**config.mk**
```make
export PLATFORM = sky130hd
export DESIGN_NAME = geu_noise
export DESIGN_NICKNAME = d
export VERILOG_FILES = /design/src/hdl/geu_pkg.sv /design/src/hdl/geu_noise.sv
export SDC_FILE = /design/constraint.sdc
export NUM_CORES = 2
export LEC_CHECK = 0
export BUFFER_PORTS_ARGS = -buffer_cell sky130_fd_sc_hd__buf_2
export CORE_MARGIN = 2
export CORE_UTILIZATION = 45
export DETAILED_ROUTE_END_ITERATION = 12
export GPL_TIMING_DRIVEN = 0
export REMOVE_ABC_BUFFERS = 1
export SLEW_MARGIN = 30
export SYNTH_ARGS = -nofsm -noshare
export SYNTH_HDL_FRONTEND = slang
export SYNTH_SLANG_ARGS = --single-unit
```
**constraint.sdc**
```tcl
create_clock -name clock -period 15 [get_ports clock]
set_input_delay 2.25 -clock clock [delete_from_list [all_inputs] [get_ports clock]]
set_output_delay 2.25 -clock clock [all_outputs]
set_load 0.05 [all_outputs]
```
**src/hdl/geu_pkg.sv**
```systemverilog
// ----------------------------------------------------------------------------
// geu_pkg: guided euler latent update, shared definitions
// widths, register map, reset values and the item structs that pass
// between the pipeline sections
// ----------------------------------------------------------------------------
`default_nettype none

package geu_pkg;

   // latent fixed-point format: signed Q(31-F).F
   localparam int LATENT_FRAC_BITS = 16;

   localparam int CODE_W      = 16;
   localparam int LAT_W       = 32;
   localparam int GUIDE_W     = 16;
   localparam int GUIDE_FRAC  = 8;
   localparam int SIGMA_W     = 24;
   localparam int SCALE_W     = 32;
   localparam int INV_W       = 32;
   localparam int CSR_INDEX_W = 3;
   localparam int CSR_DATA_W  = 32;

   // code minus zero point, and difference of two of those
   localparam int DIFF1_W = CODE_W + 1;
   localparam int DIFF2_W = CODE_W + 2;

   // guided mix, Q.8 signed, and its magnitude split for the scale multiply
   localparam int MIX_W    = GUIDE_W + DIFF2_W + 1;
   localparam int MIXMAG_W = MIX_W - 1;
   localparam int MIXLO_W  = MIXMAG_W / 2;
   localparam int MIXHI_W  = MIXMAG_W - MIXLO_W;

   // dequantized noise magnitude, Q.32
   localparam int NOISE_SH   = GUIDE_FRAC;
   localparam int NOISE_W    = MIXMAG_W + SCALE_W - NOISE_SH;
   localparam int NOISELO_W  = NOISE_W / 2;
   localparam int NOISEHI_W  = NOISE_W - NOISELO_W;

   // sigma products, back in the latent format
   localparam int STEP_SH = 48 - LATENT_FRAC_BITS;
   localparam int STEP_W  = NOISE_W + SIGMA_W - STEP_SH;

   // preview latent, signed, and its magnitude split for the inverse scale
   localparam int X0_W    = STEP_W + 2;
   localparam int X0MAG_W = STEP_W + 1;
   localparam int X0LO_W  = (X0MAG_W + 1) / 2;
   localparam int X0HI_W  = X0MAG_W - X0LO_W;

   // requantization: magnitudes at or above 2^PREV_CAP_W always clamp
   localparam int PREV_SH    = LATENT_FRAC_BITS + 16;
   localparam int PREV_CAP_W = CODE_W + 2;
   localparam int CAPPED_W   = PREV_CAP_W + 1;
   localparam logic [INV_W-1:0] INV_ONE = INV_W'(65536);

   // register stages from an accepted item to its result strobe
   localparam int PIPE_DEPTH = 12;

   typedef enum logic [CSR_INDEX_W-1:0] {
      CSR_GUIDANCE_SCALE    = 3'd0,
      CSR_SIGMA_NOW         = 3'd1,
      CSR_SIGMA_AFTER       = 3'd2,
      CSR_NOISE_SCALE       = 3'd3,
      CSR_NOISE_OFFSET      = 3'd4,
      CSR_PREVIEW_INV_SCALE = 3'd5,
      CSR_PREVIEW_OFFSET    = 3'd6
   } csr_index_type;

   typedef struct packed {
      logic [GUIDE_W-1:0] guidance_scale;
      logic [SIGMA_W-1:0] sigma_now;
      logic [SIGMA_W-1:0] sigma_after;
      logic [SCALE_W-1:0] noise_scale;
      logic [CODE_W-1:0]  noise_offset;
      logic [INV_W-1:0]   preview_inv_scale;
      logic [CODE_W-1:0]  preview_offset;
   } csr_type;

   localparam csr_type CSR_RESET = '{
      guidance_scale:    16'd1920,
      sigma_now:         24'd0,
      sigma_after:       24'd0,
      noise_scale:       32'd808199,
      noise_offset:      16'd32340,
      preview_inv_scale: 32'd192731939,
      preview_offset:    16'd34382
   };

   // noise section to step section
   typedef struct packed {
      logic                      valid;
      logic                      neg;
      logic [NOISE_W-1:0]        mag;
      logic signed [LAT_W-1:0]   latent;
   } noise_item_type;

   // step section to preview section
   typedef struct packed {
      logic                      valid;
      logic signed [X0_W-1:0]    x0;
      logic signed [LAT_W-1:0]   latent_out;
      logic                      saturated;
   } step_item_type;

endpackage

`default_nettype wire

```
**src/hdl/geu_noise.sv**
```systemverilog
// ----------------------------------------------------------------------------
// geu_noise: guidance mix and noise dequantization
// five stages: zero point, guided mix, magnitude, split scale multiply,
// rounding shift
// ----------------------------------------------------------------------------
`default_nettype none

module geu_noise (
   input  logic                                clock,
   input  logic                                reset,
   input  logic                                accept,
   input  logic [geu_pkg::CODE_W-1:0]          cond_code,
   input  logic [geu_pkg::CODE_W-1:0]          uncond_code,
   input  logic signed [geu_pkg::LAT_W-1:0]    latent_in,
   input  geu_pkg::csr_type                    cfg,
   output geu_pkg::noise_item_type             noise_out
);

   localparam int D1W = geu_pkg::DIFF1_W;
   localparam int D2W = geu_pkg::DIFF2_W;
   localparam int MW  = geu_pkg::MIX_W;
   localparam int MMW = geu_pkg::MIXMAG_W;
   localparam int MLW = geu_pkg::MIXLO_W;
   localparam int MHW = geu_pkg::MIXHI_W;
   localparam int SW  = geu_pkg::SCALE_W;
   localparam int LW  = geu_pkg::LAT_W;
   localparam int PW  = MMW + SW;
   localparam logic [PW-1:0] ROUND_BIAS = PW'(1) << (geu_pkg::NOISE_SH - 1);

   // stage a: codes minus zero point
   logic signed [D1W-1:0] a_dc_in, a_du_in;
   logic signed [D2W-1:0] a_diff_in;
   logic                  a_valid_ff;
   logic signed [D1W-1:0] a_du_ff;
   logic signed [D2W-1:0] a_diff_ff;
   logic signed [LW-1:0]  a_lat_ff;

   // stage b: uncond*256 + g*(cond - uncond)
   logic signed [MW-1:0]  b_prod_in, b_mix_in;
   logic                  b_valid_ff;
   logic signed [MW-1:0]  b_mix_ff;
   logic signed [LW-1:0]  b_lat_ff;

   // stage c: sign and magnitude
   logic [MMW-1:0]        c_mag_in;
   logic                  c_valid_ff, c_neg_ff;
   logic [MMW-1:0]        c_mag_ff;
   logic signed [LW-1:0]  c_lat_ff;

   // stage d: two partial products with the noise scale
   logic                  d_valid_ff, d_neg_ff;
   logic [MLW+SW-1:0]     d_plo_ff;
   logic [MHW+SW-1:0]     d_phi_ff;
   logic signed [LW-1:0]  d_lat_ff;

   // stage e: recombine, round and drop the guidance fraction
   logic [PW-1:0]         e_sum_in;
   logic                  e_valid_ff, e_neg_ff;
   logic [geu_pkg::NOISE_W-1:0] e_mag_ff;
   logic signed [LW-1:0]  e_lat_ff;

   assign a_dc_in   = $signed({1'b0, cond_code}) - $signed({1'b0, cfg.noise_offset});
   assign a_du_in   = $signed({1'b0, uncond_code}) - $signed({1'b0, cfg.noise_offset});
   assign a_diff_in = D2W'(a_dc_in) - D2W'(a_du_in);

   assign b_prod_in = $signed({1'b0, cfg.guidance_scale}) * a_diff_ff;
   assign b_mix_in  = (MW'(a_du_ff) <<< geu_pkg::GUIDE_FRAC) + b_prod_in;

   assign c_mag_in  = b_mix_ff[MW-1] ? MMW'(-b_mix_ff) : MMW'(b_mix_ff);

   assign e_sum_in  = PW'(d_plo_ff) + (PW'(d_phi_ff) << MLW) + ROUND_BIAS;

   always_ff @(posedge clock) begin
      if (reset) begin
         a_valid_ff <= 1'b0;
         b_valid_ff <= 1'b0;
         c_valid_ff <= 1'b0;
         d_valid_ff <= 1'b0;
         e_valid_ff <= 1'b0;
      end else begin
         a_valid_ff <= accept;
         b_valid_ff <= a_valid_ff;
         c_valid_ff <= b_valid_ff;
         d_valid_ff <= c_valid_ff;
         e_valid_ff <= d_valid_ff;
      end
   end

   always_ff @(posedge clock) begin
      a_du_ff   <= a_du_in;
      a_diff_ff <= a_diff_in;
      a_lat_ff  <= latent_in;

      b_mix_ff  <= b_mix_in;
      b_lat_ff  <= a_lat_ff;

      c_neg_ff  <= b_mix_ff[MW-1];
      c_mag_ff  <= c_mag_in;
      c_lat_ff  <= b_lat_ff;

      d_neg_ff  <= c_neg_ff;
      d_plo_ff  <= c_mag_ff[MLW-1:0] * cfg.noise_scale;
      d_phi_ff  <= c_mag_ff[MMW-1:MLW] * cfg.noise_scale;
      d_lat_ff  <= c_lat_ff;

      e_neg_ff  <= d_neg_ff;
      e_mag_ff  <= e_sum_in[PW-1:geu_pkg::NOISE_SH];
      e_lat_ff  <= d_lat_ff;
   end

   assign noise_out.valid  = e_valid_ff;
   assign noise_out.neg    = e_neg_ff;
   assign noise_out.mag    = e_mag_ff;
   assign noise_out.latent = e_lat_ff;

endmodule

`default_nettype wire

```
==> impl_metrics.yaml <==
outcome:
  status: "completed"
place:
  hpwl_mm: 109
  routabilityCongestion: 0.860
  dp_slack_ps: 5120
  port_buffers: 222
synth:
  synthSimpleGateAreaFrac: 0.147
  synth_largest_area_cell: "fa_1"
  synthCells: 6353
  synth_cell_types: 77
  synthArstFlopShare: 0
  synthAdderAreaFrac: 0.504
  synth_xor_area_frac: 0.0371
  synth_area_per_cell_um2: 9.21
  synth_top_family_by_area: "adder cells"
  netlist_top_cells_area: "fa_1, dfxtp_1, inv_1"
  synth-main-ff-cell: "dfxtp_1"
  yosys_warnings: 0
  synth_edf_count: 0
  netlist_area_um2: 58500
  synth_compound_area_frac: 0.0519
  synth.area.mux_share: 0
  ys_ff_latch: 421
  yosysSeqAreaShare: 0.144
  synth_top_area_share: 0.414
routing:
  drt_iter0_drc: 2112
  viasPerCell: 5.02
  vias: 41000
  dr.pass1.iters: 5
  wl_per_cell_um: 17.5
  drt_wl_total_mm: 143
  drc: 0
  ant_nets: 0
setup_path:
  critical_path_required_ps: 15520
  cp_max_fo: 34
  crit_arrival_ps: 9740
  worst_setup_path_end_kind: "flop"
  crit_path_frequent_cell: "fa_1"
  cp-start-kind: "input port"
  cp_slowest_stage_delay_ps: 770
  crit_type: "input port to flop"
  cp_slowest_cell: "buf_2"
timing:
  min_period_ps: 9220
  min_period_over_period: 0.614
  fin_ws_ps: 5780
  fin_setup_tns_ps: 0
  fin_skew_ps: 26.2
  hold_violations: 0
  setup_violations: 0
  slew_violations: 0
  tightestPinTransition_ps: 1060
  worst_hold_slack_ps: 321
  rsz0062_at_grt: "false"
  slew_headroom: 0.294
  max_freq_ghz: 0.109
global_routing:
  grt_usage: 0.226
  grt_pass1_vias: 44400
  antenna_found_initial: 4
  grt_pass1_wl_mm: 236
  grt_max_degree: 36
  overflow: 0
clock_network:
  numCtsBuffers: 48
  htreeDepth: 2
  cts_hold_buffers: 0
  root_buffer: "clkbuf_16"
  cts_tree: "yes"
  clock_path_buffers: 3
  cts_resized: 0
  post-cts-setup-buffers: 0
  clk_latency_ps: 640
  clk_pin_slew_ps: 60
  cts_sinks: 421
floorplan:
  ios: 319
  die_height_um: 365
  core_area_um2: 129000
  placementRows: 132
  die_area_um2: 133000
  die_x_um: 365
  initial_core_util: 0.452
flow_run:
  cap_violations: 0
final_layout:
  drive_gt1_frac: 0.0612
  final_cell_mix: "inv_1, fa_1, nand2_1"
  fin_nets: 8252
  final_common_cell: "inv_1"
  syn_to_final_growth_pct: 8.09
  finish.utilization: 0.489
hold_path:
  hp-class: "flop to flop"
-- per-stage QoR --
stage,instance area [um2],instances
5_1_grt,63200,8168
4_1_cts,63200,8166
6_report,63200,8170
3_3_place_gp,60800,8055
3_5_place_dp,61500,8083
2_1_floorplan,57500,6091
-- cells in the mapped netlist (all sizes together), types with 6 or more instances --
cell,n
nor2b,32
o21a,30
nand2,939
a21oi,134
dfxtp,421
a31oi,19
nand3b,6
buf,6
clkbuf,256
o41ai,12
inv,1533
nand3,30
or2,7
a21boi,9
nor3,25
nand2b,20
ha,421
or4,6
xnor2,179
and3,13
xor2,69
nand4,29
o21ai,91
a21o,77
nor2,113
a211oi,10
fa,1211
nor4,8
a221oi,6
or3,10
o21bai,18
o31ai,16
and2,547
-- cell families after synthesis --
kind of cell / count (synthesis)
AO/OA/AOI/OAI: 465
XOR/XNOR: 248
adder cells (fa/ha/maj): 1632
buffers and inverters: 1795
flip-flops: 421
AND/OR/NAND/NOR: 1792
-- final timing paths --
path | from | end | slack [ps] | cells past startpoint
max | cfg[70] | d_phi_ff[48]$_DFF_P_ | 5780 | 25
min | d_lat_ff[21]$_DFF_P_ | e_lat_ff[21]$_DFF_P_ | 320 | 0
max reg2reg | c_mag_ff[19]$_DFF_P_ | d_phi_ff[48]$_DFF_P_ | 7310 | 23
min reg2reg | d_lat_ff[21]$_DFF_P_ | e_lat_ff[21]$_DFF_P_ | 320 | 0
-- layer usage --
layer	GRT usage	wire length (um)
met5	0	13
met4	0.0707	4670
met3	0.0358	8860
met2	0.389	68900
met1	0.291	61000
-- worst max-delay path, delay by kind of cell --
kind                       cells  cell delay [ps]
and+or+nand+nor                5             1280
buffers and inverters          6             1030
adders and majority gates      7             3360
AOI/OAI and AO/OA              6             1640
xor gates and xnor gates       1              130
-- final cells by class --
type | instances | area, um2
timing repair buffer | 252 | 1840
fill | 12300 | 66100
clock buffer | 60 | 1310
inverter | 1533 | 5750
sequential | 421 | 8470
clock inverter | 23 | 359
multi-input combinational | 4137 | 43300
antenna | 2 | 5.00
tap | 1742 | 2180
-- flip-flops by register name, indices dropped and copies added, names as in the netlist, 17 cells and up --
| name | flops |
|---|---|
| e_mag_ff | 58 |
| b_lat_ff | 32 |
| d_plo_ff | 42 |
| d_phi_ff | 49 |
| e_lat_ff | 32 |
| d_lat_ff | 32 |
| a_du_ff | 17 |
| c_mag_ff | 34 |
| a_lat_ff | 32 |
| c_lat_ff | 32 |
| b_mix_ff | 35 |
| a_diff_ff | 18 |
Power is not shown: default switching activity piles up to over one toggle a cycle in this logic, so the estimate is an artifact.
