### config.mk
export PLATFORM = sky130hd
export DESIGN_NAME = geu_preview
export DESIGN_NICKNAME = d
export VERILOG_FILES = /design/src/hdl/geu_pkg.sv /design/src/hdl/geu_preview.sv
export SDC_FILE = /design/constraint.sdc
export NUM_CORES = 2
export LEC_CHECK = 0
export ABC_CLOCK_PERIOD_IN_PS = 7560
export BUFFER_PORTS_ARGS = -buffer_cell sky130_fd_sc_hd__buf_2
export CAP_MARGIN = 20
export CORE_MARGIN = 10
export CORE_UTILIZATION = 51
export CTS_CLUSTER_SIZE = 40
export DETAILED_ROUTE_END_ITERATION = 16
export GPL_TIMING_DRIVEN = 0
export PLACE_DENSITY = 0.68
export SYNTH_ARGS = -nofsm -noshare
export SYNTH_HDL_FRONTEND = slang
export SYNTH_SLANG_ARGS = --single-unit
### constraint.sdc
create_clock -name clock -period 7.56 [get_ports clock]
set_input_delay 0 -clock clock [delete_from_list [all_inputs] [get_ports clock]]
set_output_delay 0 -clock clock [all_outputs]
set_load 0.03 [all_outputs]
### src/hdl/geu_pkg.sv
// ----------------------------------------------------------------------------
// geu_pkg: guided euler latent update, shared definitions
// widths, register map, reset values and the item structs that pass
// between the pipeline sections
// ----------------------------------------------------------------------------
`default_nettype none

package geu_pkg;

   // latent fixed-point format: signed Q(31-F).F
   localparam int LATENT_FRAC_BITS = 16;

   localparam int CODE_W      = 16;
   localparam int LAT_W       = 32;
   localparam int GUIDE_W     = 16;
   localparam int GUIDE_FRAC  = 8;
   localparam int SIGMA_W     = 24;
   localparam int SCALE_W     = 32;
   localparam int INV_W       = 32;
   localparam int CSR_INDEX_W = 3;
   localparam int CSR_DATA_W  = 32;

   // code minus zero point, and difference of two of those
   localparam int DIFF1_W = CODE_W + 1;
   localparam int DIFF2_W = CODE_W + 2;

   // guided mix, Q.8 signed, and its magnitude split for the scale multiply
   localparam int MIX_W    = GUIDE_W + DIFF2_W + 1;
   localparam int MIXMAG_W = MIX_W - 1;
   localparam int MIXLO_W  = MIXMAG_W / 2;
   localparam int MIXHI_W  = MIXMAG_W - MIXLO_W;

   // dequantized noise magnitude, Q.32
   localparam int NOISE_SH   = GUIDE_FRAC;
   localparam int NOISE_W    = MIXMAG_W + SCALE_W - NOISE_SH;
   localparam int NOISELO_W  = NOISE_W / 2;
   localparam int NOISEHI_W  = NOISE_W - NOISELO_W;

   // sigma products, back in the latent format
   localparam int STEP_SH = 48 - LATENT_FRAC_BITS;
   localparam int STEP_W  = NOISE_W + SIGMA_W - STEP_SH;

   // preview latent, signed, and its magnitude split for the inverse scale
   localparam int X0_W    = STEP_W + 2;
   localparam int X0MAG_W = STEP_W + 1;
   localparam int X0LO_W  = (X0MAG_W + 1) / 2;
   localparam int X0HI_W  = X0MAG_W - X0LO_W;

   // requantization: magnitudes at or above 2^PREV_CAP_W always clamp
   localparam int PREV_SH    = LATENT_FRAC_BITS + 16;
   localparam int PREV_CAP_W = CODE_W + 2;
   localparam int CAPPED_W   = PREV_CAP_W + 1;
   localparam logic [INV_W-1:0] INV_ONE = INV_W'(65536);

   // register stages from an accepted item to its result strobe
   localparam int PIPE_DEPTH = 12;

   typedef enum logic [CSR_INDEX_W-1:0] {
      CSR_GUIDANCE_SCALE    = 3'd0,
      CSR_SIGMA_NOW         = 3'd1,
      CSR_SIGMA_AFTER       = 3'd2,
      CSR_NOISE_SCALE       = 3'd3,
      CSR_NOISE_OFFSET      = 3'd4,
      CSR_PREVIEW_INV_SCALE = 3'd5,
      CSR_PREVIEW_OFFSET    = 3'd6
   } csr_index_type;

   typedef struct packed {
      logic [GUIDE_W-1:0] guidance_scale;
      logic [SIGMA_W-1:0] sigma_now;
      logic [SIGMA_W-1:0] sigma_after;
      logic [SCALE_W-1:0] noise_scale;
      logic [CODE_W-1:0]  noise_offset;
      logic [INV_W-1:0]   preview_inv_scale;
      logic [CODE_W-1:0]  preview_offset;
   } csr_type;

   localparam csr_type CSR_RESET = '{
      guidance_scale:    16'd1920,
      sigma_now:         24'd0,
      sigma_after:       24'd0,
      noise_scale:       32'd808199,
      noise_offset:      16'd32340,
      preview_inv_scale: 32'd192731939,
      preview_offset:    16'd34382
   };

   // noise section to step section
   typedef struct packed {
      logic                      valid;
      logic                      neg;
      logic [NOISE_W-1:0]        mag;
      logic signed [LAT_W-1:0]   latent;
   } noise_item_type;

   // step section to preview section
   typedef struct packed {
      logic                      valid;
      logic signed [X0_W-1:0]    x0;
      logic signed [LAT_W-1:0]   latent_out;
      logic                      saturated;
   } step_item_type;

endpackage

`default_nettype wire

### src/hdl/geu_preview.sv
// ----------------------------------------------------------------------------
// geu_preview: requantization of the preview latent
// four stages: magnitude, split inverse-scale multiply, rounding shift with
// cap, zero point and clamp
// ----------------------------------------------------------------------------
`default_nettype none

module geu_preview (
   input  logic                                clock,
   input  logic                                reset,
   input  geu_pkg::step_item_type              step_in,
   input  geu_pkg::csr_type                    cfg,
   output logic                                rsp_valid,
   output logic [geu_pkg::CODE_W-1:0]          rsp_preview_code,
   output logic signed [geu_pkg::LAT_W-1:0]    rsp_latent_out,
   output logic                                rsp_saturated
);

   localparam int XW  = geu_pkg::X0_W;
   localparam int XMW = geu_pkg::X0MAG_W;
   localparam int XLW = geu_pkg::X0LO_W;
   localparam int XHW = geu_pkg::X0HI_W;
   localparam int IW  = geu_pkg::INV_W;
   localparam int CW  = geu_pkg::CODE_W;
   localparam int RW  = geu_pkg::CAPPED_W;
   localparam int LW  = geu_pkg::LAT_W;
   localparam int PW  = XMW + IW;
   localparam int QW  = PW - geu_pkg::PREV_SH;
   localparam int VW  = RW + 2;
   localparam logic [PW-1:0] ROUND_BIAS = PW'(1) << (geu_pkg::PREV_SH - 1);
   localparam logic [QW-1:0] Q_CAP = QW'(1) << geu_pkg::PREV_CAP_W;
   localparam logic [RW-1:0] R_CAP = RW'(1) << geu_pkg::PREV_CAP_W;

   // zero reciprocal scale reads as one
   logic [IW-1:0]         inv_ff;

   // stage i
   logic                  i_valid_ff, i_neg_ff, i_sat_ff;
   logic [XMW-1:0]        i_mag_ff;
   logic signed [LW-1:0]  i_lat_ff;

   // stage j
   logic                  j_valid_ff, j_neg_ff, j_sat_ff;
   logic [XLW+IW-1:0]     j_plo_ff;
   logic [XHW+IW-1:0]     j_phi_ff;
   logic signed [LW-1:0]  j_lat_ff;

   // stage k
   logic [PW-1:0]         k_sum_in;
   logic [QW-1:0]         k_q_in;
   logic                  k_valid_ff, k_neg_ff, k_sat_ff;
   logic [RW-1:0]         k_r_ff;
   logic signed [LW-1:0]  k_lat_ff;

   // stage l
   logic signed [VW-1:0]  l_v_in;
   logic                  l_valid_ff, l_sat_ff;
   logic [CW-1:0]         l_code_ff;
   logic signed [LW-1:0]  l_lat_ff;

   assign k_sum_in = PW'(j_plo_ff) + (PW'(j_phi_ff) << XLW) + ROUND_BIAS;
   assign k_q_in   = k_sum_in[PW-1:geu_pkg::PREV_SH];

   assign l_v_in = k_neg_ff ? $signed(VW'(cfg.preview_offset) - VW'(k_r_ff))
                            : $signed(VW'(cfg.preview_offset) + VW'(k_r_ff));

   always_ff @(posedge clock) begin
      inv_ff <= (cfg.preview_inv_scale == '0) ? geu_pkg::INV_ONE : cfg.preview_inv_scale;
   end

   always_ff @(posedge clock) begin
      if (reset) begin
         i_valid_ff <= 1'b0;
         j_valid_ff <= 1'b0;
         k_valid_ff <= 1'b0;
         l_valid_ff <= 1'b0;
      end else begin
         i_valid_ff <= step_in.valid;
         j_valid_ff <= i_valid_ff;
         k_valid_ff <= j_valid_ff;
         l_valid_ff <= k_valid_ff;
      end
   end

   always_ff @(posedge clock) begin
      i_neg_ff <= step_in.x0[XW-1];
      i_mag_ff <= step_in.x0[XW-1] ? XMW'(-step_in.x0) : XMW'(step_in.x0);
      i_sat_ff <= step_in.saturated;
      i_lat_ff <= step_in.latent_out;

      j_neg_ff <= i_neg_ff;
      j_plo_ff <= i_mag_ff[XLW-1:0] * inv_ff;
      j_phi_ff <= i_mag_ff[XMW-1:XLW] * inv_ff;
      j_sat_ff <= i_sat_ff;
      j_lat_ff <= i_lat_ff;

      k_neg_ff <= j_neg_ff;
      k_r_ff   <= (k_q_in >= Q_CAP) ? R_CAP : k_q_in[RW-1:0];
      k_sat_ff <= j_sat_ff;
      k_lat_ff <= j_lat_ff;

      if (l_v_in[VW-1]) begin
         l_code_ff <= '0;
      end else if (|l_v_in[VW-2:CW]) begin
         l_code_ff <= '1;
      end else begin
         l_code_ff <= l_v_in[CW-1:0];
      end
      l_sat_ff <= k_sat_ff;
      l_lat_ff <= k_lat_ff;
   end

   assign rsp_valid        = l_valid_ff;
   assign rsp_preview_code = l_code_ff;
   assign rsp_latent_out   = l_lat_ff;
   assign rsp_saturated    = l_sat_ff;

   // a capped positive quotient always clamps to the top code
   a_cap_high: assert property (@(posedge clock) disable iff (reset)
      k_valid_ff && k_r_ff == R_CAP && !k_neg_ff |=> rsp_preview_code == '1)
      else $error("capped positive preview not clamped high");

   // a capped negative quotient always clamps to zero
   a_cap_low: assert property (@(posedge clock) disable iff (reset)
      k_valid_ff && k_r_ff == R_CAP && k_neg_ff |=> rsp_preview_code == '0)
      else $error("capped negative preview not clamped low");

endmodule

`default_nettype wire

==> flow_summary.ini <==
[floorplanning]
fp.coreArea_um2 = 124000
die_area_um2 = 139000
die_w_um = 373
die_height_um = 373
rows = 129
initial_core_util_pct = 51.4
pin_count = 298

[sta]
fin_ws_ns = -0.139
slew_violations = 0
fmax_mhz = 130
setup_viol = 4
slew_headroom_pct = 24.3
skew_ns = 0.0675
rsz0062_at_grt = true
finalCritPeriodShare_pct = 102
final.min_clock_period_ns = 7.70
finalHoldViolCount = 0
worstMarginPinSlew_ns = 1.14

[drt]
final_antenna_net_count = 0
routed_wl_um = 242000
vias = 50700
route.detailed.drc = 0
dr.pass1.iters = 6
drtIter0Drc = 5100
viasPerCell = 5.62
wl_per_cell_um = 26.8

[synthesis]
synth_edf_count = 0
synth_seq_cells = 346
synth.distinct_cells = 73
synth_area_um2 = 63500
seq_area_frac_synth_pct = 10.9
synth_area_per_cell_um2 = 9.24
syn_inst = 6869
ys.flop_type = dfxtp_1
syn_nets = 9003
yosysWarnings = 0
ys_async_sr_fraction_pct = 0

[final_layout]
syn2layout_area_growth_pct = 15.0
postLayoutCoreUtil_pct = 59.1
mostFrequentLayoutCells = inv_1 (1,547), fa_1 (1,374), and2_1 (875), nand2_1 (870), ha_1 (453)
final_common_cell = inv_1
drive_gt1_share_pct = 11.5
layout.nets = 9462

[status]
status = complete, but fails checks
violations = negative setup slack

[worst_setup_path]
start_kind = flip-flop
worst-path-buf-inv = 6
critical_path.max_fanout = 10
path_depth = 27
path_common_cell = fa_1
cp-startpoint = i_mag_ff[33]
critPathTopFamily = adder cells
cp-end-kind = flip-flop
critPathMaxStageDelay_ns = 0.56
worstPathRequired_ns = 8.07
reg2reg_from = i_mag_ff[33]
reg2regPathDepth = 27
slowest_stage = fa_1
critPathKind = reg -> reg
arrival_ns = 8.21

[place]
hpwl_um = 196000
gp_congestion = 1.07
portBuffers = 185

[clock_tree]
clk_latency_ns = 0.66
cts_buffer_depth = 3
clock-sinks = 346
htreeDepth = 2
clkTransAtPathRegs_ns = 0.06
root_buffer = clkbuf_16
numCtsBuffers = 40
cts_tree = yes

[global_routing]
antenna_found_initial = 32
overflow = 0
grt_max_degree = 16
grt_pass1_wl_um = 356000
grt_pass1_vias = 53200
grt.total_usage_pct = 34.7

[min_path]
hp-start = cfg[6]
holdCritPathClass = in -> reg
hold_depth = 4

[run]
maxCapViolations = 0
-- path summary, 6_finish.rpt --
check,to,slack (ns)
max reg2reg,j_phi_ff[44],-0.14
min reg2reg,j_lat_ff[10],0.32
max,j_phi_ff[44],-0.14
min,rsp_preview_code[6],0.03
-- tightest hold or removal path: stages --
cell     delay, ns
buf_2         0.10
ha_1          0.24
xnor2_1       0.15
o21a_1        0.10
-- timing repair --
item / in CTS / in global routing
setup endpoints to repair: 72 / 36
buffers inserted: 21 / 41
resized for setup: 756 / 317
pin swaps: 28 / 66
endpoints found under the hold margin: 127 / 0
cloned: 0 / 1
hold buffers: 162 / 0
-- metal layers --
layer	wire [µm]	part of all wire [%]	global-route usage (%)
met1	88500	37	43.1
met2	103000	43	51.8
met3	29500	12	10.7
met4	20500	8.5	23.0
met5	65	0.027	0
-- cell usage after synthesis (all sizes together), types with 17 or more instances --
cell,n,area share (%)
nor3,25,0.20
a21o,62,0.73
nand2,872,5.2
o21bai,20,0.24
nand4,25,0.25
and3,17,0.17
and2,880,8.7
o21ai,91,0.72
nand3,27,0.21
inv,1554,9.2
nor2b,23,0.23
nand2b,22,0.23
nor2,85,0.50
dfxtp,346,11
clkbuf,379,2.2
o21a,28,0.33
fa,1406,44
xor2,42,0.58
xnor2,137,1.9
ha,480,9.5
a21oi,123,0.97
nor4,17,0.17
o31ai,26,0.32
a211oi,20,0.24
-- state kept, by name, indices dropped and copies added (netlist names), 16 cells and up --
name / flops
i_lat_ff: 32
j_lat_ff: 32
i_mag_ff: 51
j_plo_ff: 32
j_phi_ff: 57
inv_ff: 32
k_lat_ff: 32
rsp_latent_out: 32
rsp_preview_code: 16
k_r_ff: 19
-- logic make-up (layout without fill, tap and decap cells) --
kind of cell,count (synthesis),in the layout,synth area share (%)
buffers and inverters,1938,2426,11.5
DFF,346,346,10.9
AOI/OAI and AO/OA,473,473,4.90
and+or+nand+nor,2041,2041,16.4
other,0,26,0
xor gates and xnor gates,179,179,2.47
muxes,6,6,0.0946
adders and majority gates,1886,1886,53.8
-- final cells by class --
| type | count | area (µm²) |
|---|---|---|
| Antenna cell | 26 | 65.1 |
| Buffer | 374 | 3180 |
| Clock buffer | 48 | 1070 |
| Clock inverter | 23 | 277 |
| Fill cell | 10700 | 50600 |
| Inverter | 1554 | 5830 |
| Multi-Input combinational cell | 4585 | 50100 |
| Sequential cell | 346 | 7140 |
| Tap cell | 1637 | 2050 |
| Timing Repair Buffer | 427 | 3330 |
-- per-stage QoR --
| stage | cells | area [µm²] | hold WS, ns | TNS (ns) | worst slack [ns] |
|---|---|---|---|---|---|
| 3_5_place_dp | 8706 | 66700 | 0.105 | -79.67 | -2.14 |
| 6_report | 9020 | 73000 | 0.0349 | -0.350 | -0.139 |
| 5_1_grt | 8998 | 73000 | 0.0421 | -1.07 | -0.214 |
| 4_1_cts | 8951 | 71900 | 0.0136 | 0 | 0.000629 |
| 3_3_place_gp | 8691 | 66500 | 0.104 | -116.00 | -2.80 |
| 2_1_floorplan | 6869 | 63500 | 0.0277 | 0 | 0.330 |
Power is not shown: default switching activity piles up to over one toggle a cycle in this logic, so the estimate is an artifact.
