<file path="src/hdl/geu_pkg.sv">
// ----------------------------------------------------------------------------
// geu_pkg: guided euler latent update, shared definitions
// widths, register map, reset values and the item structs that pass
// between the pipeline sections
// ----------------------------------------------------------------------------
`default_nettype none

package geu_pkg;

   // latent fixed-point format: signed Q(31-F).F
   localparam int LATENT_FRAC_BITS = 16;

   localparam int CODE_W      = 16;
   localparam int LAT_W       = 32;
   localparam int GUIDE_W     = 16;
   localparam int GUIDE_FRAC  = 8;
   localparam int SIGMA_W     = 24;
   localparam int SCALE_W     = 32;
   localparam int INV_W       = 32;
   localparam int CSR_INDEX_W = 3;
   localparam int CSR_DATA_W  = 32;

   // code minus zero point, and difference of two of those
   localparam int DIFF1_W = CODE_W + 1;
   localparam int DIFF2_W = CODE_W + 2;

   // guided mix, Q.8 signed, and its magnitude split for the scale multiply
   localparam int MIX_W    = GUIDE_W + DIFF2_W + 1;
   localparam int MIXMAG_W = MIX_W - 1;
   localparam int MIXLO_W  = MIXMAG_W / 2;
   localparam int MIXHI_W  = MIXMAG_W - MIXLO_W;

   // dequantized noise magnitude, Q.32
   localparam int NOISE_SH   = GUIDE_FRAC;
   localparam int NOISE_W    = MIXMAG_W + SCALE_W - NOISE_SH;
   localparam int NOISELO_W  = NOISE_W / 2;
   localparam int NOISEHI_W  = NOISE_W - NOISELO_W;

   // sigma products, back in the latent format
   localparam int STEP_SH = 48 - LATENT_FRAC_BITS;
   localparam int STEP_W  = NOISE_W + SIGMA_W - STEP_SH;

   // preview latent, signed, and its magnitude split for the inverse scale
   localparam int X0_W    = STEP_W + 2;
   localparam int X0MAG_W = STEP_W + 1;
   localparam int X0LO_W  = (X0MAG_W + 1) / 2;
   localparam int X0HI_W  = X0MAG_W - X0LO_W;

   // requantization: magnitudes at or above 2^PREV_CAP_W always clamp
   localparam int PREV_SH    = LATENT_FRAC_BITS + 16;
   localparam int PREV_CAP_W = CODE_W + 2;
   localparam int CAPPED_W   = PREV_CAP_W + 1;
   localparam logic [INV_W-1:0] INV_ONE = INV_W'(65536);

   // register stages from an accepted item to its result strobe
   localparam int PIPE_DEPTH = 12;

   typedef enum logic [CSR_INDEX_W-1:0] {
      CSR_GUIDANCE_SCALE    = 3'd0,
      CSR_SIGMA_NOW         = 3'd1,
      CSR_SIGMA_AFTER       = 3'd2,
      CSR_NOISE_SCALE       = 3'd3,
      CSR_NOISE_OFFSET      = 3'd4,
      CSR_PREVIEW_INV_SCALE = 3'd5,
      CSR_PREVIEW_OFFSET    = 3'd6
   } csr_index_type;

   typedef struct packed {
      logic [GUIDE_W-1:0] guidance_scale;
      logic [SIGMA_W-1:0] sigma_now;
      logic [SIGMA_W-1:0] sigma_after;
      logic [SCALE_W-1:0] noise_scale;
      logic [CODE_W-1:0]  noise_offset;
      logic [INV_W-1:0]   preview_inv_scale;
      logic [CODE_W-1:0]  preview_offset;
   } csr_type;

   localparam csr_type CSR_RESET = '{
      guidance_scale:    16'd1920,
      sigma_now:         24'd0,
      sigma_after:       24'd0,
      noise_scale:       32'd808199,
      noise_offset:      16'd32340,
      preview_inv_scale: 32'd192731939,
      preview_offset:    16'd34382
   };

   // noise section to step section
   typedef struct packed {
      logic                      valid;
      logic                      neg;
      logic [NOISE_W-1:0]        mag;
      logic signed [LAT_W-1:0]   latent;
   } noise_item_type;

   // step section to preview section
   typedef struct packed {
      logic                      valid;
      logic signed [X0_W-1:0]    x0;
      logic signed [LAT_W-1:0]   latent_out;
      logic                      saturated;
   } step_item_type;

endpackage

`default_nettype wire

</file>
<file path="src/hdl/geu_csr.sv">
// ----------------------------------------------------------------------------
// geu_csr: configuration registers
// write-only register file, out-of-range indexes are dropped
// ----------------------------------------------------------------------------
`default_nettype none

module geu_csr (
   input  logic                                clock,
   input  logic                                reset,
   input  logic                                csr_valid,
   output logic                                csr_ready,
   input  logic [geu_pkg::CSR_INDEX_W-1:0]     csr_index,
   input  logic [geu_pkg::CSR_DATA_W-1:0]      csr_data,
   output geu_pkg::csr_type                    cfg
);

   geu_pkg::csr_type cfg_ff, cfg_in;

   assign csr_ready = 1'b1;
   assign cfg       = cfg_ff;

   always_comb begin
      cfg_in = cfg_ff;
      if (csr_valid) begin
         unique case (csr_index)
            geu_pkg::CSR_GUIDANCE_SCALE:
               cfg_in.guidance_scale = csr_data[geu_pkg::GUIDE_W-1:0];
            geu_pkg::CSR_SIGMA_NOW:
               cfg_in.sigma_now = csr_data[geu_pkg::SIGMA_W-1:0];
            geu_pkg::CSR_SIGMA_AFTER:
               cfg_in.sigma_after = csr_data[geu_pkg::SIGMA_W-1:0];
            geu_pkg::CSR_NOISE_SCALE:
               cfg_in.noise_scale = csr_data[geu_pkg::SCALE_W-1:0];
            geu_pkg::CSR_NOISE_OFFSET:
               cfg_in.noise_offset = csr_data[geu_pkg::CODE_W-1:0];
            geu_pkg::CSR_PREVIEW_INV_SCALE:
               cfg_in.preview_inv_scale = csr_data[geu_pkg::INV_W-1:0];
            geu_pkg::CSR_PREVIEW_OFFSET:
               cfg_in.preview_offset = csr_data[geu_pkg::CODE_W-1:0];
            default: cfg_in = cfg_ff;
         endcase
      end
   end

   always_ff @(posedge clock) begin
      if (reset) begin
         cfg_ff <= geu_pkg::CSR_RESET;
      end else begin
         cfg_ff <= cfg_in;
      end
   end

endmodule

`default_nettype wire

</file>
<file path="config.mk">
export PLATFORM = sky130hd
export DESIGN_NAME = geu_csr
export DESIGN_NICKNAME = d
export VERILOG_FILES = /design/src/hdl/geu_pkg.sv /design/src/hdl/geu_csr.sv
export SDC_FILE = /design/constraint.sdc
export NUM_CORES = 1
export LEC_CHECK = 0
export BUFFER_PORTS_ARGS = -buffer_cell sky130_fd_sc_hd__buf_2
export CORE_MARGIN = 10
export CORE_UTILIZATION = 40
export DETAILED_ROUTE_END_ITERATION = 16
export HOLD_SLACK_MARGIN = 0.05
export MAX_ROUTING_LAYER = met4
export PLACE_DENSITY_LB_ADDON = 0.08
export SLEW_MARGIN = 10
export SYNTH_ARGS = -nofsm -noshare
export SYNTH_HDL_FRONTEND = slang
export SYNTH_SLANG_ARGS = --single-unit
</file>
<file path="constraint.sdc">
create_clock -name clock -period 1.91 [get_ports clock]
set_clock_uncertainty 0.05 [all_clocks]
set_input_delay 0.191 -clock clock [delete_from_list [all_inputs] [get_ports clock]]
set_output_delay 0.191 -clock clock [all_outputs]
set_load 0.03 [all_outputs]
</file>
==> results of run 1 <==
[area by class of cell]
type | instances | share of cell area
multi-input cells | 387 | 0.346
flip-flops and latches | 160 | 0.380
well taps | 211 | 0.0314
clock inverters | 13 | 0.0166
clock buffers | 19 | 0.0526
repair buffers | 242 | 0.173
[where the power goes]
group | internal (mW) | leakage [nW] | switching [mW] | total (mW)
Combinational | 0.276 | 2.62 | 0.412 | 0.688
Clock | 1.96 | 0.275 | 1.36 | 3.32
Sequential | 3.41 | 1.30 | 0.0405 | 3.45
Total | 5.65 | 4.20 | 1.81 | 7.46
[logic make-up after synthesis]
group,Yosys count,share of synthesized area
AND/OR/NAND/NOR,226,0.202
flip-flops,160,0.506
buffers and inverters,47,0.0387
other,1,0.000592
multiplexers,160,0.253
[repair_timing]
item                                   4_1_cts  5_1_grt
setup buffers                                0        0
gates resized for setup                      0        0
endpoints found under the hold margin       52        1
hold buffers                                27        1
[metal layers]
| layer | GRT usage | vias to the layer above | share of wire |
|---|---|---|---|
| li1 | - | 2374 | - |
| met1 | 0.199 | 2283 | 0.45 |
| met2 | 0.279 | 130 | 0.49 |
| met3 | 0.0565 | 18 | 0.054 |
| met4 | 0.0430 | 0 | 0.0093 |
| met5 | - | - | 0 |
[layout by cell type (no fill, tap or decap)]
cell type / Yosys / final
conb_1: 1 / 1
clkbuf_8: 0 / 1
nand4bb_2: 0 / 1
buf_4: 4 / 13
or4b_4: 1 / 1
dlygate4sd3_1: 0 / 28
buf_12: 1 / 5
and4b_1: 1 / 1
clkbuf_16: 0 / 17
dfxtp_1: 160 / 160
clkinv_4: 0 / 4
bufinv_16: 0 / 2
nand4b_1: 3 / 3
nand4bb_1: 2 / 1
nor4b_1: 1 / 1
buf_2: 18 / 196
nor4bb_4: 0 / 1
nor2_1: 70 / 70
clkbuf_1: 22 / 1
nor4bb_2: 0 / 1
mux2i_1: 160 / 160
nand2b_1: 146 / 146
clkinvlp_4: 0 / 4
clkinv_2: 0 / 3
[per-stage QoR]
stage               hold slack, ns   util  total power, mW  setup slack [ns]  cell area (um^2)
CTS                         0.0537  0.547             7.54             0.646              8410
global route                0.0808  0.548             7.75             0.599              8420
finish                      0.0709  0.548             7.46             0.658              8420
floorplan                    0.296      -             3.96             0.507              6330
global placement             0.406  0.491             4.16             0.498              7550
detailed placement           0.407  0.491             4.18             0.456              7550
[worst min-delay path by stage]
stage	endpoint	slack, ns	depth (start not counted)
after floorplan	cfg[88]	0.30	2
after global placement	cfg[40]	0.41	3
after detailed placement	cfg[120]	0.41	2
after CTS	cfg[30]	0.05	3
after global routing	cfg[32]	0.08	3
final	cfg[81]	0.07	3
==> impl_results.md, run 1 <==
* Share of layout cells above drive strength 1 at 0.303
* Synth Net Count at 632
* Max VDD drop at 633 uV
* # rows at 45
* Die H at 146 um
* Predominant post-synthesis flop cell: dfxtp_1
* Pins Over Slew Limit at 0
* Synth top area share at 0.506
* Critical path type: reg2out
* HP Start: csr_data[17]
* Area contributors post-synth: dfxtp_1 (51%), mux2i_1 (25%), nand2b_1 (14%)
* Cells after Synth at 594
* Synthesized flop and latch total at 160
* Final setup viols at 0
* Synth area leader: dfxtp_1
* Die W at 146 um
* Fmax at 799 MHz
* Vias at 4,805
* Crit-path max cell delay at 0.36 ns
* Mapped cell area at 6330 um^2
* Port Buffers at 197
* Routed Wire Length at 17.9 mm
* Crit path launch: cfg[130]
* FF+latch area at 3200 um^2
* Worst-Skew Late Latency at 0.41 ns
* GRT Total Usage at 0.171
* Largest net degree at the start of global routing at 42
* Critical Path End Type: output pin
* Post-synthesis sequential area ratio at 0.506
* Clk buf depth at 2
* Post-DP HPWL at 12.8 mm
* Core area at 15,400 um^2
* Number of global-route vias before repair at 5,113
* WP data required at 1.67 ns
* CP Data Arrival Time at 1.01 ns
* Post-synth EDFFs at 0
* Filler instances at 1,413
* P per Cell Area at 886 nW/um^2
* TritonCTS Sinks at 160
* Remaining antenna violation count at 0
* Htree depth at 4
* Lkg Pwr at 4.20 nW
* DRT iter0 DRCs at 181
* Initial Util at 0.412
* Final Cycle Share at 0.655
* Max Cap Violations at 0
* Area Growth Syn to Fin at 33.0%
* Min Clock Period, post-route at 1.25 ns
* Initial antenna violation count at 0
* ANT cells at 0
* CP bufs+invs at 1
* First-pass GRT wire length at 28.3 mm
* Path depth of the worst reg2reg path at 2
* Max reg flops at 160
* R2R Path End: cfg[153]
* Total grt overflow at 0
* RSZ-0062 raised after global routing: no
* Setup TNS at 0 ns
* Routability cong. at 0.779
* Final hold viol count at 0
* Synth Area per Inst at 10.7 um^2
* Average vias per placed instance at 4.66
* CP Depth at 1
* Worst path top cell family by delay: flip-flops
* Final net count at 846
* Synth cell types at 16
* DRC violations left at 0
* CTS tree: yes
* Crit-path max FO at 2
* Post-Place Cells at 972
* CP Cell Sequence: buf_2
* Clk root buf: clkbuf_16
* Commonest cells post-synth: dfxtp_1 (160), mux2i_1 (160), nand2b_1 (146), nor2_1 (70), clkbuf_1 (22)
* Wire per inst at 17.4 um
* Crit start category: register
* Reg2reg start: cfg[153]
* Yosys warnings at 0
* CTS Buf Count at 17
* Drt first pass iters at 4
* Setup crit end: cfg[130]
* I/O pin total at 199
* Status: finished clean
* Slowest cell on crit path: dfxtp_1
* Clock edge transition at the registers on the reported setup and hold paths at 0.06 ns
* Multi-input gate area at 2910 um^2
* Final Non-Filler Cells at 1,032
* Worst R2R Setup Slack at 1.21 ns
* Synth async-reset ratio at 0
* Die ar. at 21,300 um^2
* Worst Hold Class: in2reg
(Power assumes the default switching activity.)
==> run 2: changes to the inputs <==
Clock period 1.91 ns to 1.2 ns, I/O delays scaled along.
==> run 2 against run 1 <==
Wire length rose by 0.56%. Largest cell class unchanged. Flip-flop and latch count stayed put. Global-route usage increased by 0.26 points. Via count up 2.8%. Critical path type unchanged. Clock power is 71% higher. Final area grew 4.3%. First-iteration DRC count rose by 2.2%. Cell count rose by 2.3%. Worst setup slack got worse by 0.63 ns. Die area stayed put. Power rose by 66%.
==> impl_results.md, run 2 (synthesis results as in run 1) <==
* Status: finished clean
* Routability cong. at 0.802 (+3.0%)
* CP Cell Sequence: buf_4
* Port Buffers at 197 (unchanged)
* Initial antenna violation count at 0 (unchanged)
* Actual slew at the worst max-slew pin at 0.485 ns
* Place WS at -0.148 ns (-0.604 ns)
* Critical path type: reg2out
* Slowest cell on crit path: dfxtp_1
* Clock edge transition at the registers on the reported setup and hold paths at 0.06 ns (about the same)
* # rows at 45 (unchanged)
* Worst-Skew Late Latency at 0.42 ns (about the same)
* TritonCTS Sinks at 160 (unchanged)
* Pins Over Slew Limit at 0 (unchanged)
* WHS Path Cells at 3 (unchanged)
* GRT Total Usage at 0.174 (+0.00258)
* Worst R2R Setup Slack at 0.51 ns (-0.70 ns)
* Crit-path max FO at 2 (unchanged)
* Final net count at 870 (+2.8%)
* Vias at 4,939 (+2.8%)
* WP data required at 1.03 ns (-0.64 ns)
* Die W at 146 um (unchanged)
* Reg2reg start: cfg[146]
* CP bufs+invs at 1 (unchanged)
* Die ar. at 21,300 um^2 (unchanged)
* CP Depth at 1 (unchanged)
* Min Clock Period, post-route at 1.17 ns
* Remaining antenna violation count at 0 (unchanged)
* CP Data Arrival Time at 1.00 ns (about the same)
* Int Power at 9.49 mW (+68%)
* Core Util, Final at 0.571 (+0.0234)
* Max VDD drop at 929 uV (+47%)
* Final setup viols at 0 (unchanged)
* Max Cap Violations at 0 (unchanged)
* Final Cycle Share at 0.976
* Worst path top cell family by delay: flip-flops
* Most frequent cells in the layout: buf_2 (182), mux2i_1 (160), dfxtp_1 (160)
* Critical Path End Type: output pin
* Htree depth at 4 (unchanged)
* I/O pin total at 199 (unchanged)
* Combinational share of power at 0.096 (+0.004)
* Routed Wire Length at 18.0 mm (+0.56%)
* Part of the power in registers at 0.445 (-0.018)
* Net load switching power at 2.87 mW (+58%)
* Die H at 146 um (unchanged)
* ANT cells at 0 (unchanged)
* Number of global-route vias before repair at 5,343 (+4.5%)
* Switching Fraction at 0.232 (-0.0110)
* Rel. slew slack at 0.672
* Core area at 15,400 um^2 (unchanged)
* CTS tree: yes
* DRC violations left at 0 (unchanged)
* R2R Path End: cfg[146]
* CTS Buf Count at 17 (unchanged)
* Worst Hold Class: in2reg
* Commonest non-fill, non-tap cell in the layout: buf_2
* Fin worst setup slack at 0.0287 ns (-0.630 ns)
* Crit start category: register
* Fmax at 854 MHz
* Wire per inst at 17.1 um (-1.7%)
* Clk buf depth at 2 (unchanged)
* Path depth of the worst reg2reg path at 2 (unchanged)
* Initial Util at 0.412 (unchanged)
* HP Start: reset
* Post-DP HPWL at 13.3 mm (+3.4%)
* Part of the power in the clock network at 0.459 (+0.014)
* Min Hold Slack at 0.0965 ns (+0.0256 ns)
* Max reg flops at 160 (unchanged)
* P per Cell Area at 1410 nW/um^2 (+59%)
* Lkg Pwr at 4.37 nW (+4.2%)
* Drt first pass iters at 5 (+1)
* Crit-path max cell delay at 0.39 ns (+0.03 ns)
* First-pass GRT wire length at 28.7 mm (+1.7%)
* Hold endpoint: cfg[22]
* Total grt overflow at 0 (unchanged)
* Area Growth Syn to Fin at 38.6%
* DRT iter0 DRCs at 185 (+2.2%)
* Average vias per placed instance at 4.68 (+0.45%)
* Final hold viol count at 0 (unchanged)
* Share of layout cells above drive strength 1 at 0.317 (+0.0139)
* Clk root buf: clkbuf_16
* Setup TNS at 0 ns (unchanged)
* Largest net degree at the start of global routing at 43 (+2.4%)
## run 2: through the flow
step / power, mW / instance area (um^2) / instances
final: 12.4 / 8780 / 1056
after global routing: 12.8 / 8780 / 1056
after CTS: 12.5 / 8740 / 1056
after detailed placement: 6.73 / 7780 / 991
after global placement: 6.70 / 7780 / 991
after floorplan: 6.31 / 6350 / 594
## run 2: timing repair
item                                    CTS  global route
hold buffers                             33             0
endpoints found under the setup margin    1            13
setup buffers                             0             0
pin swaps                                 0             0
hold endpoints to repair                106             0
gates resized for setup                   1            18
## run 2: how the worst max path moves through the flow
stage / slack, ns / to / from
2_1_floorplan: -0.11 / cfg[153] / csr_index[1]
3_3_place_gp: -0.11 / cfg[154] / csr_index[1]
3_5_place_dp: -0.15 / cfg[144] / csr_index[0]
4_1_cts: 0.008 / cfg[149] / cfg[149]
5_1_grt: -0.003 / cfg[97] / cfg[97]
6_report: 0.03 / cfg[151] / cfg[151]
## run 2: layout make-up
| cell class | count | area [um^2] |
|---|---|---|
| Fill cell | 1349 | 6590 |
| Sequential cell | 160 | 3200 |
| Multi-Input combinational cell | 387 | 2910 |
| Timing Repair Buffer | 266 | 1770 |
| Clock buffer | 23 | 498 |
| Tap cell | 211 | 264 |
| Clock inverter | 9 | 129 |
## run 2: power by group through the flow
stage	sequential (mW)	combinational [mW]	clock, mW
detailed placement	5.61	1.11	0
floorplan	5.84	0.467	0
CTS	5.50	1.20	5.78
global route	5.51	1.28	6.01
global placement	5.61	1.09	0
finish	5.50	1.19	5.68
## run 2: layer usage
metal / global-route usage / vias to the layer above / share of wire
met4: 0.0576 / 0 / 0.012
met5: - / - / 0
met2: 0.282 / 136 / 0.48
li1: - / 2427 / -
met3: 0.0522 / 15 / 0.054
met1: 0.200 / 2361 / 0.45
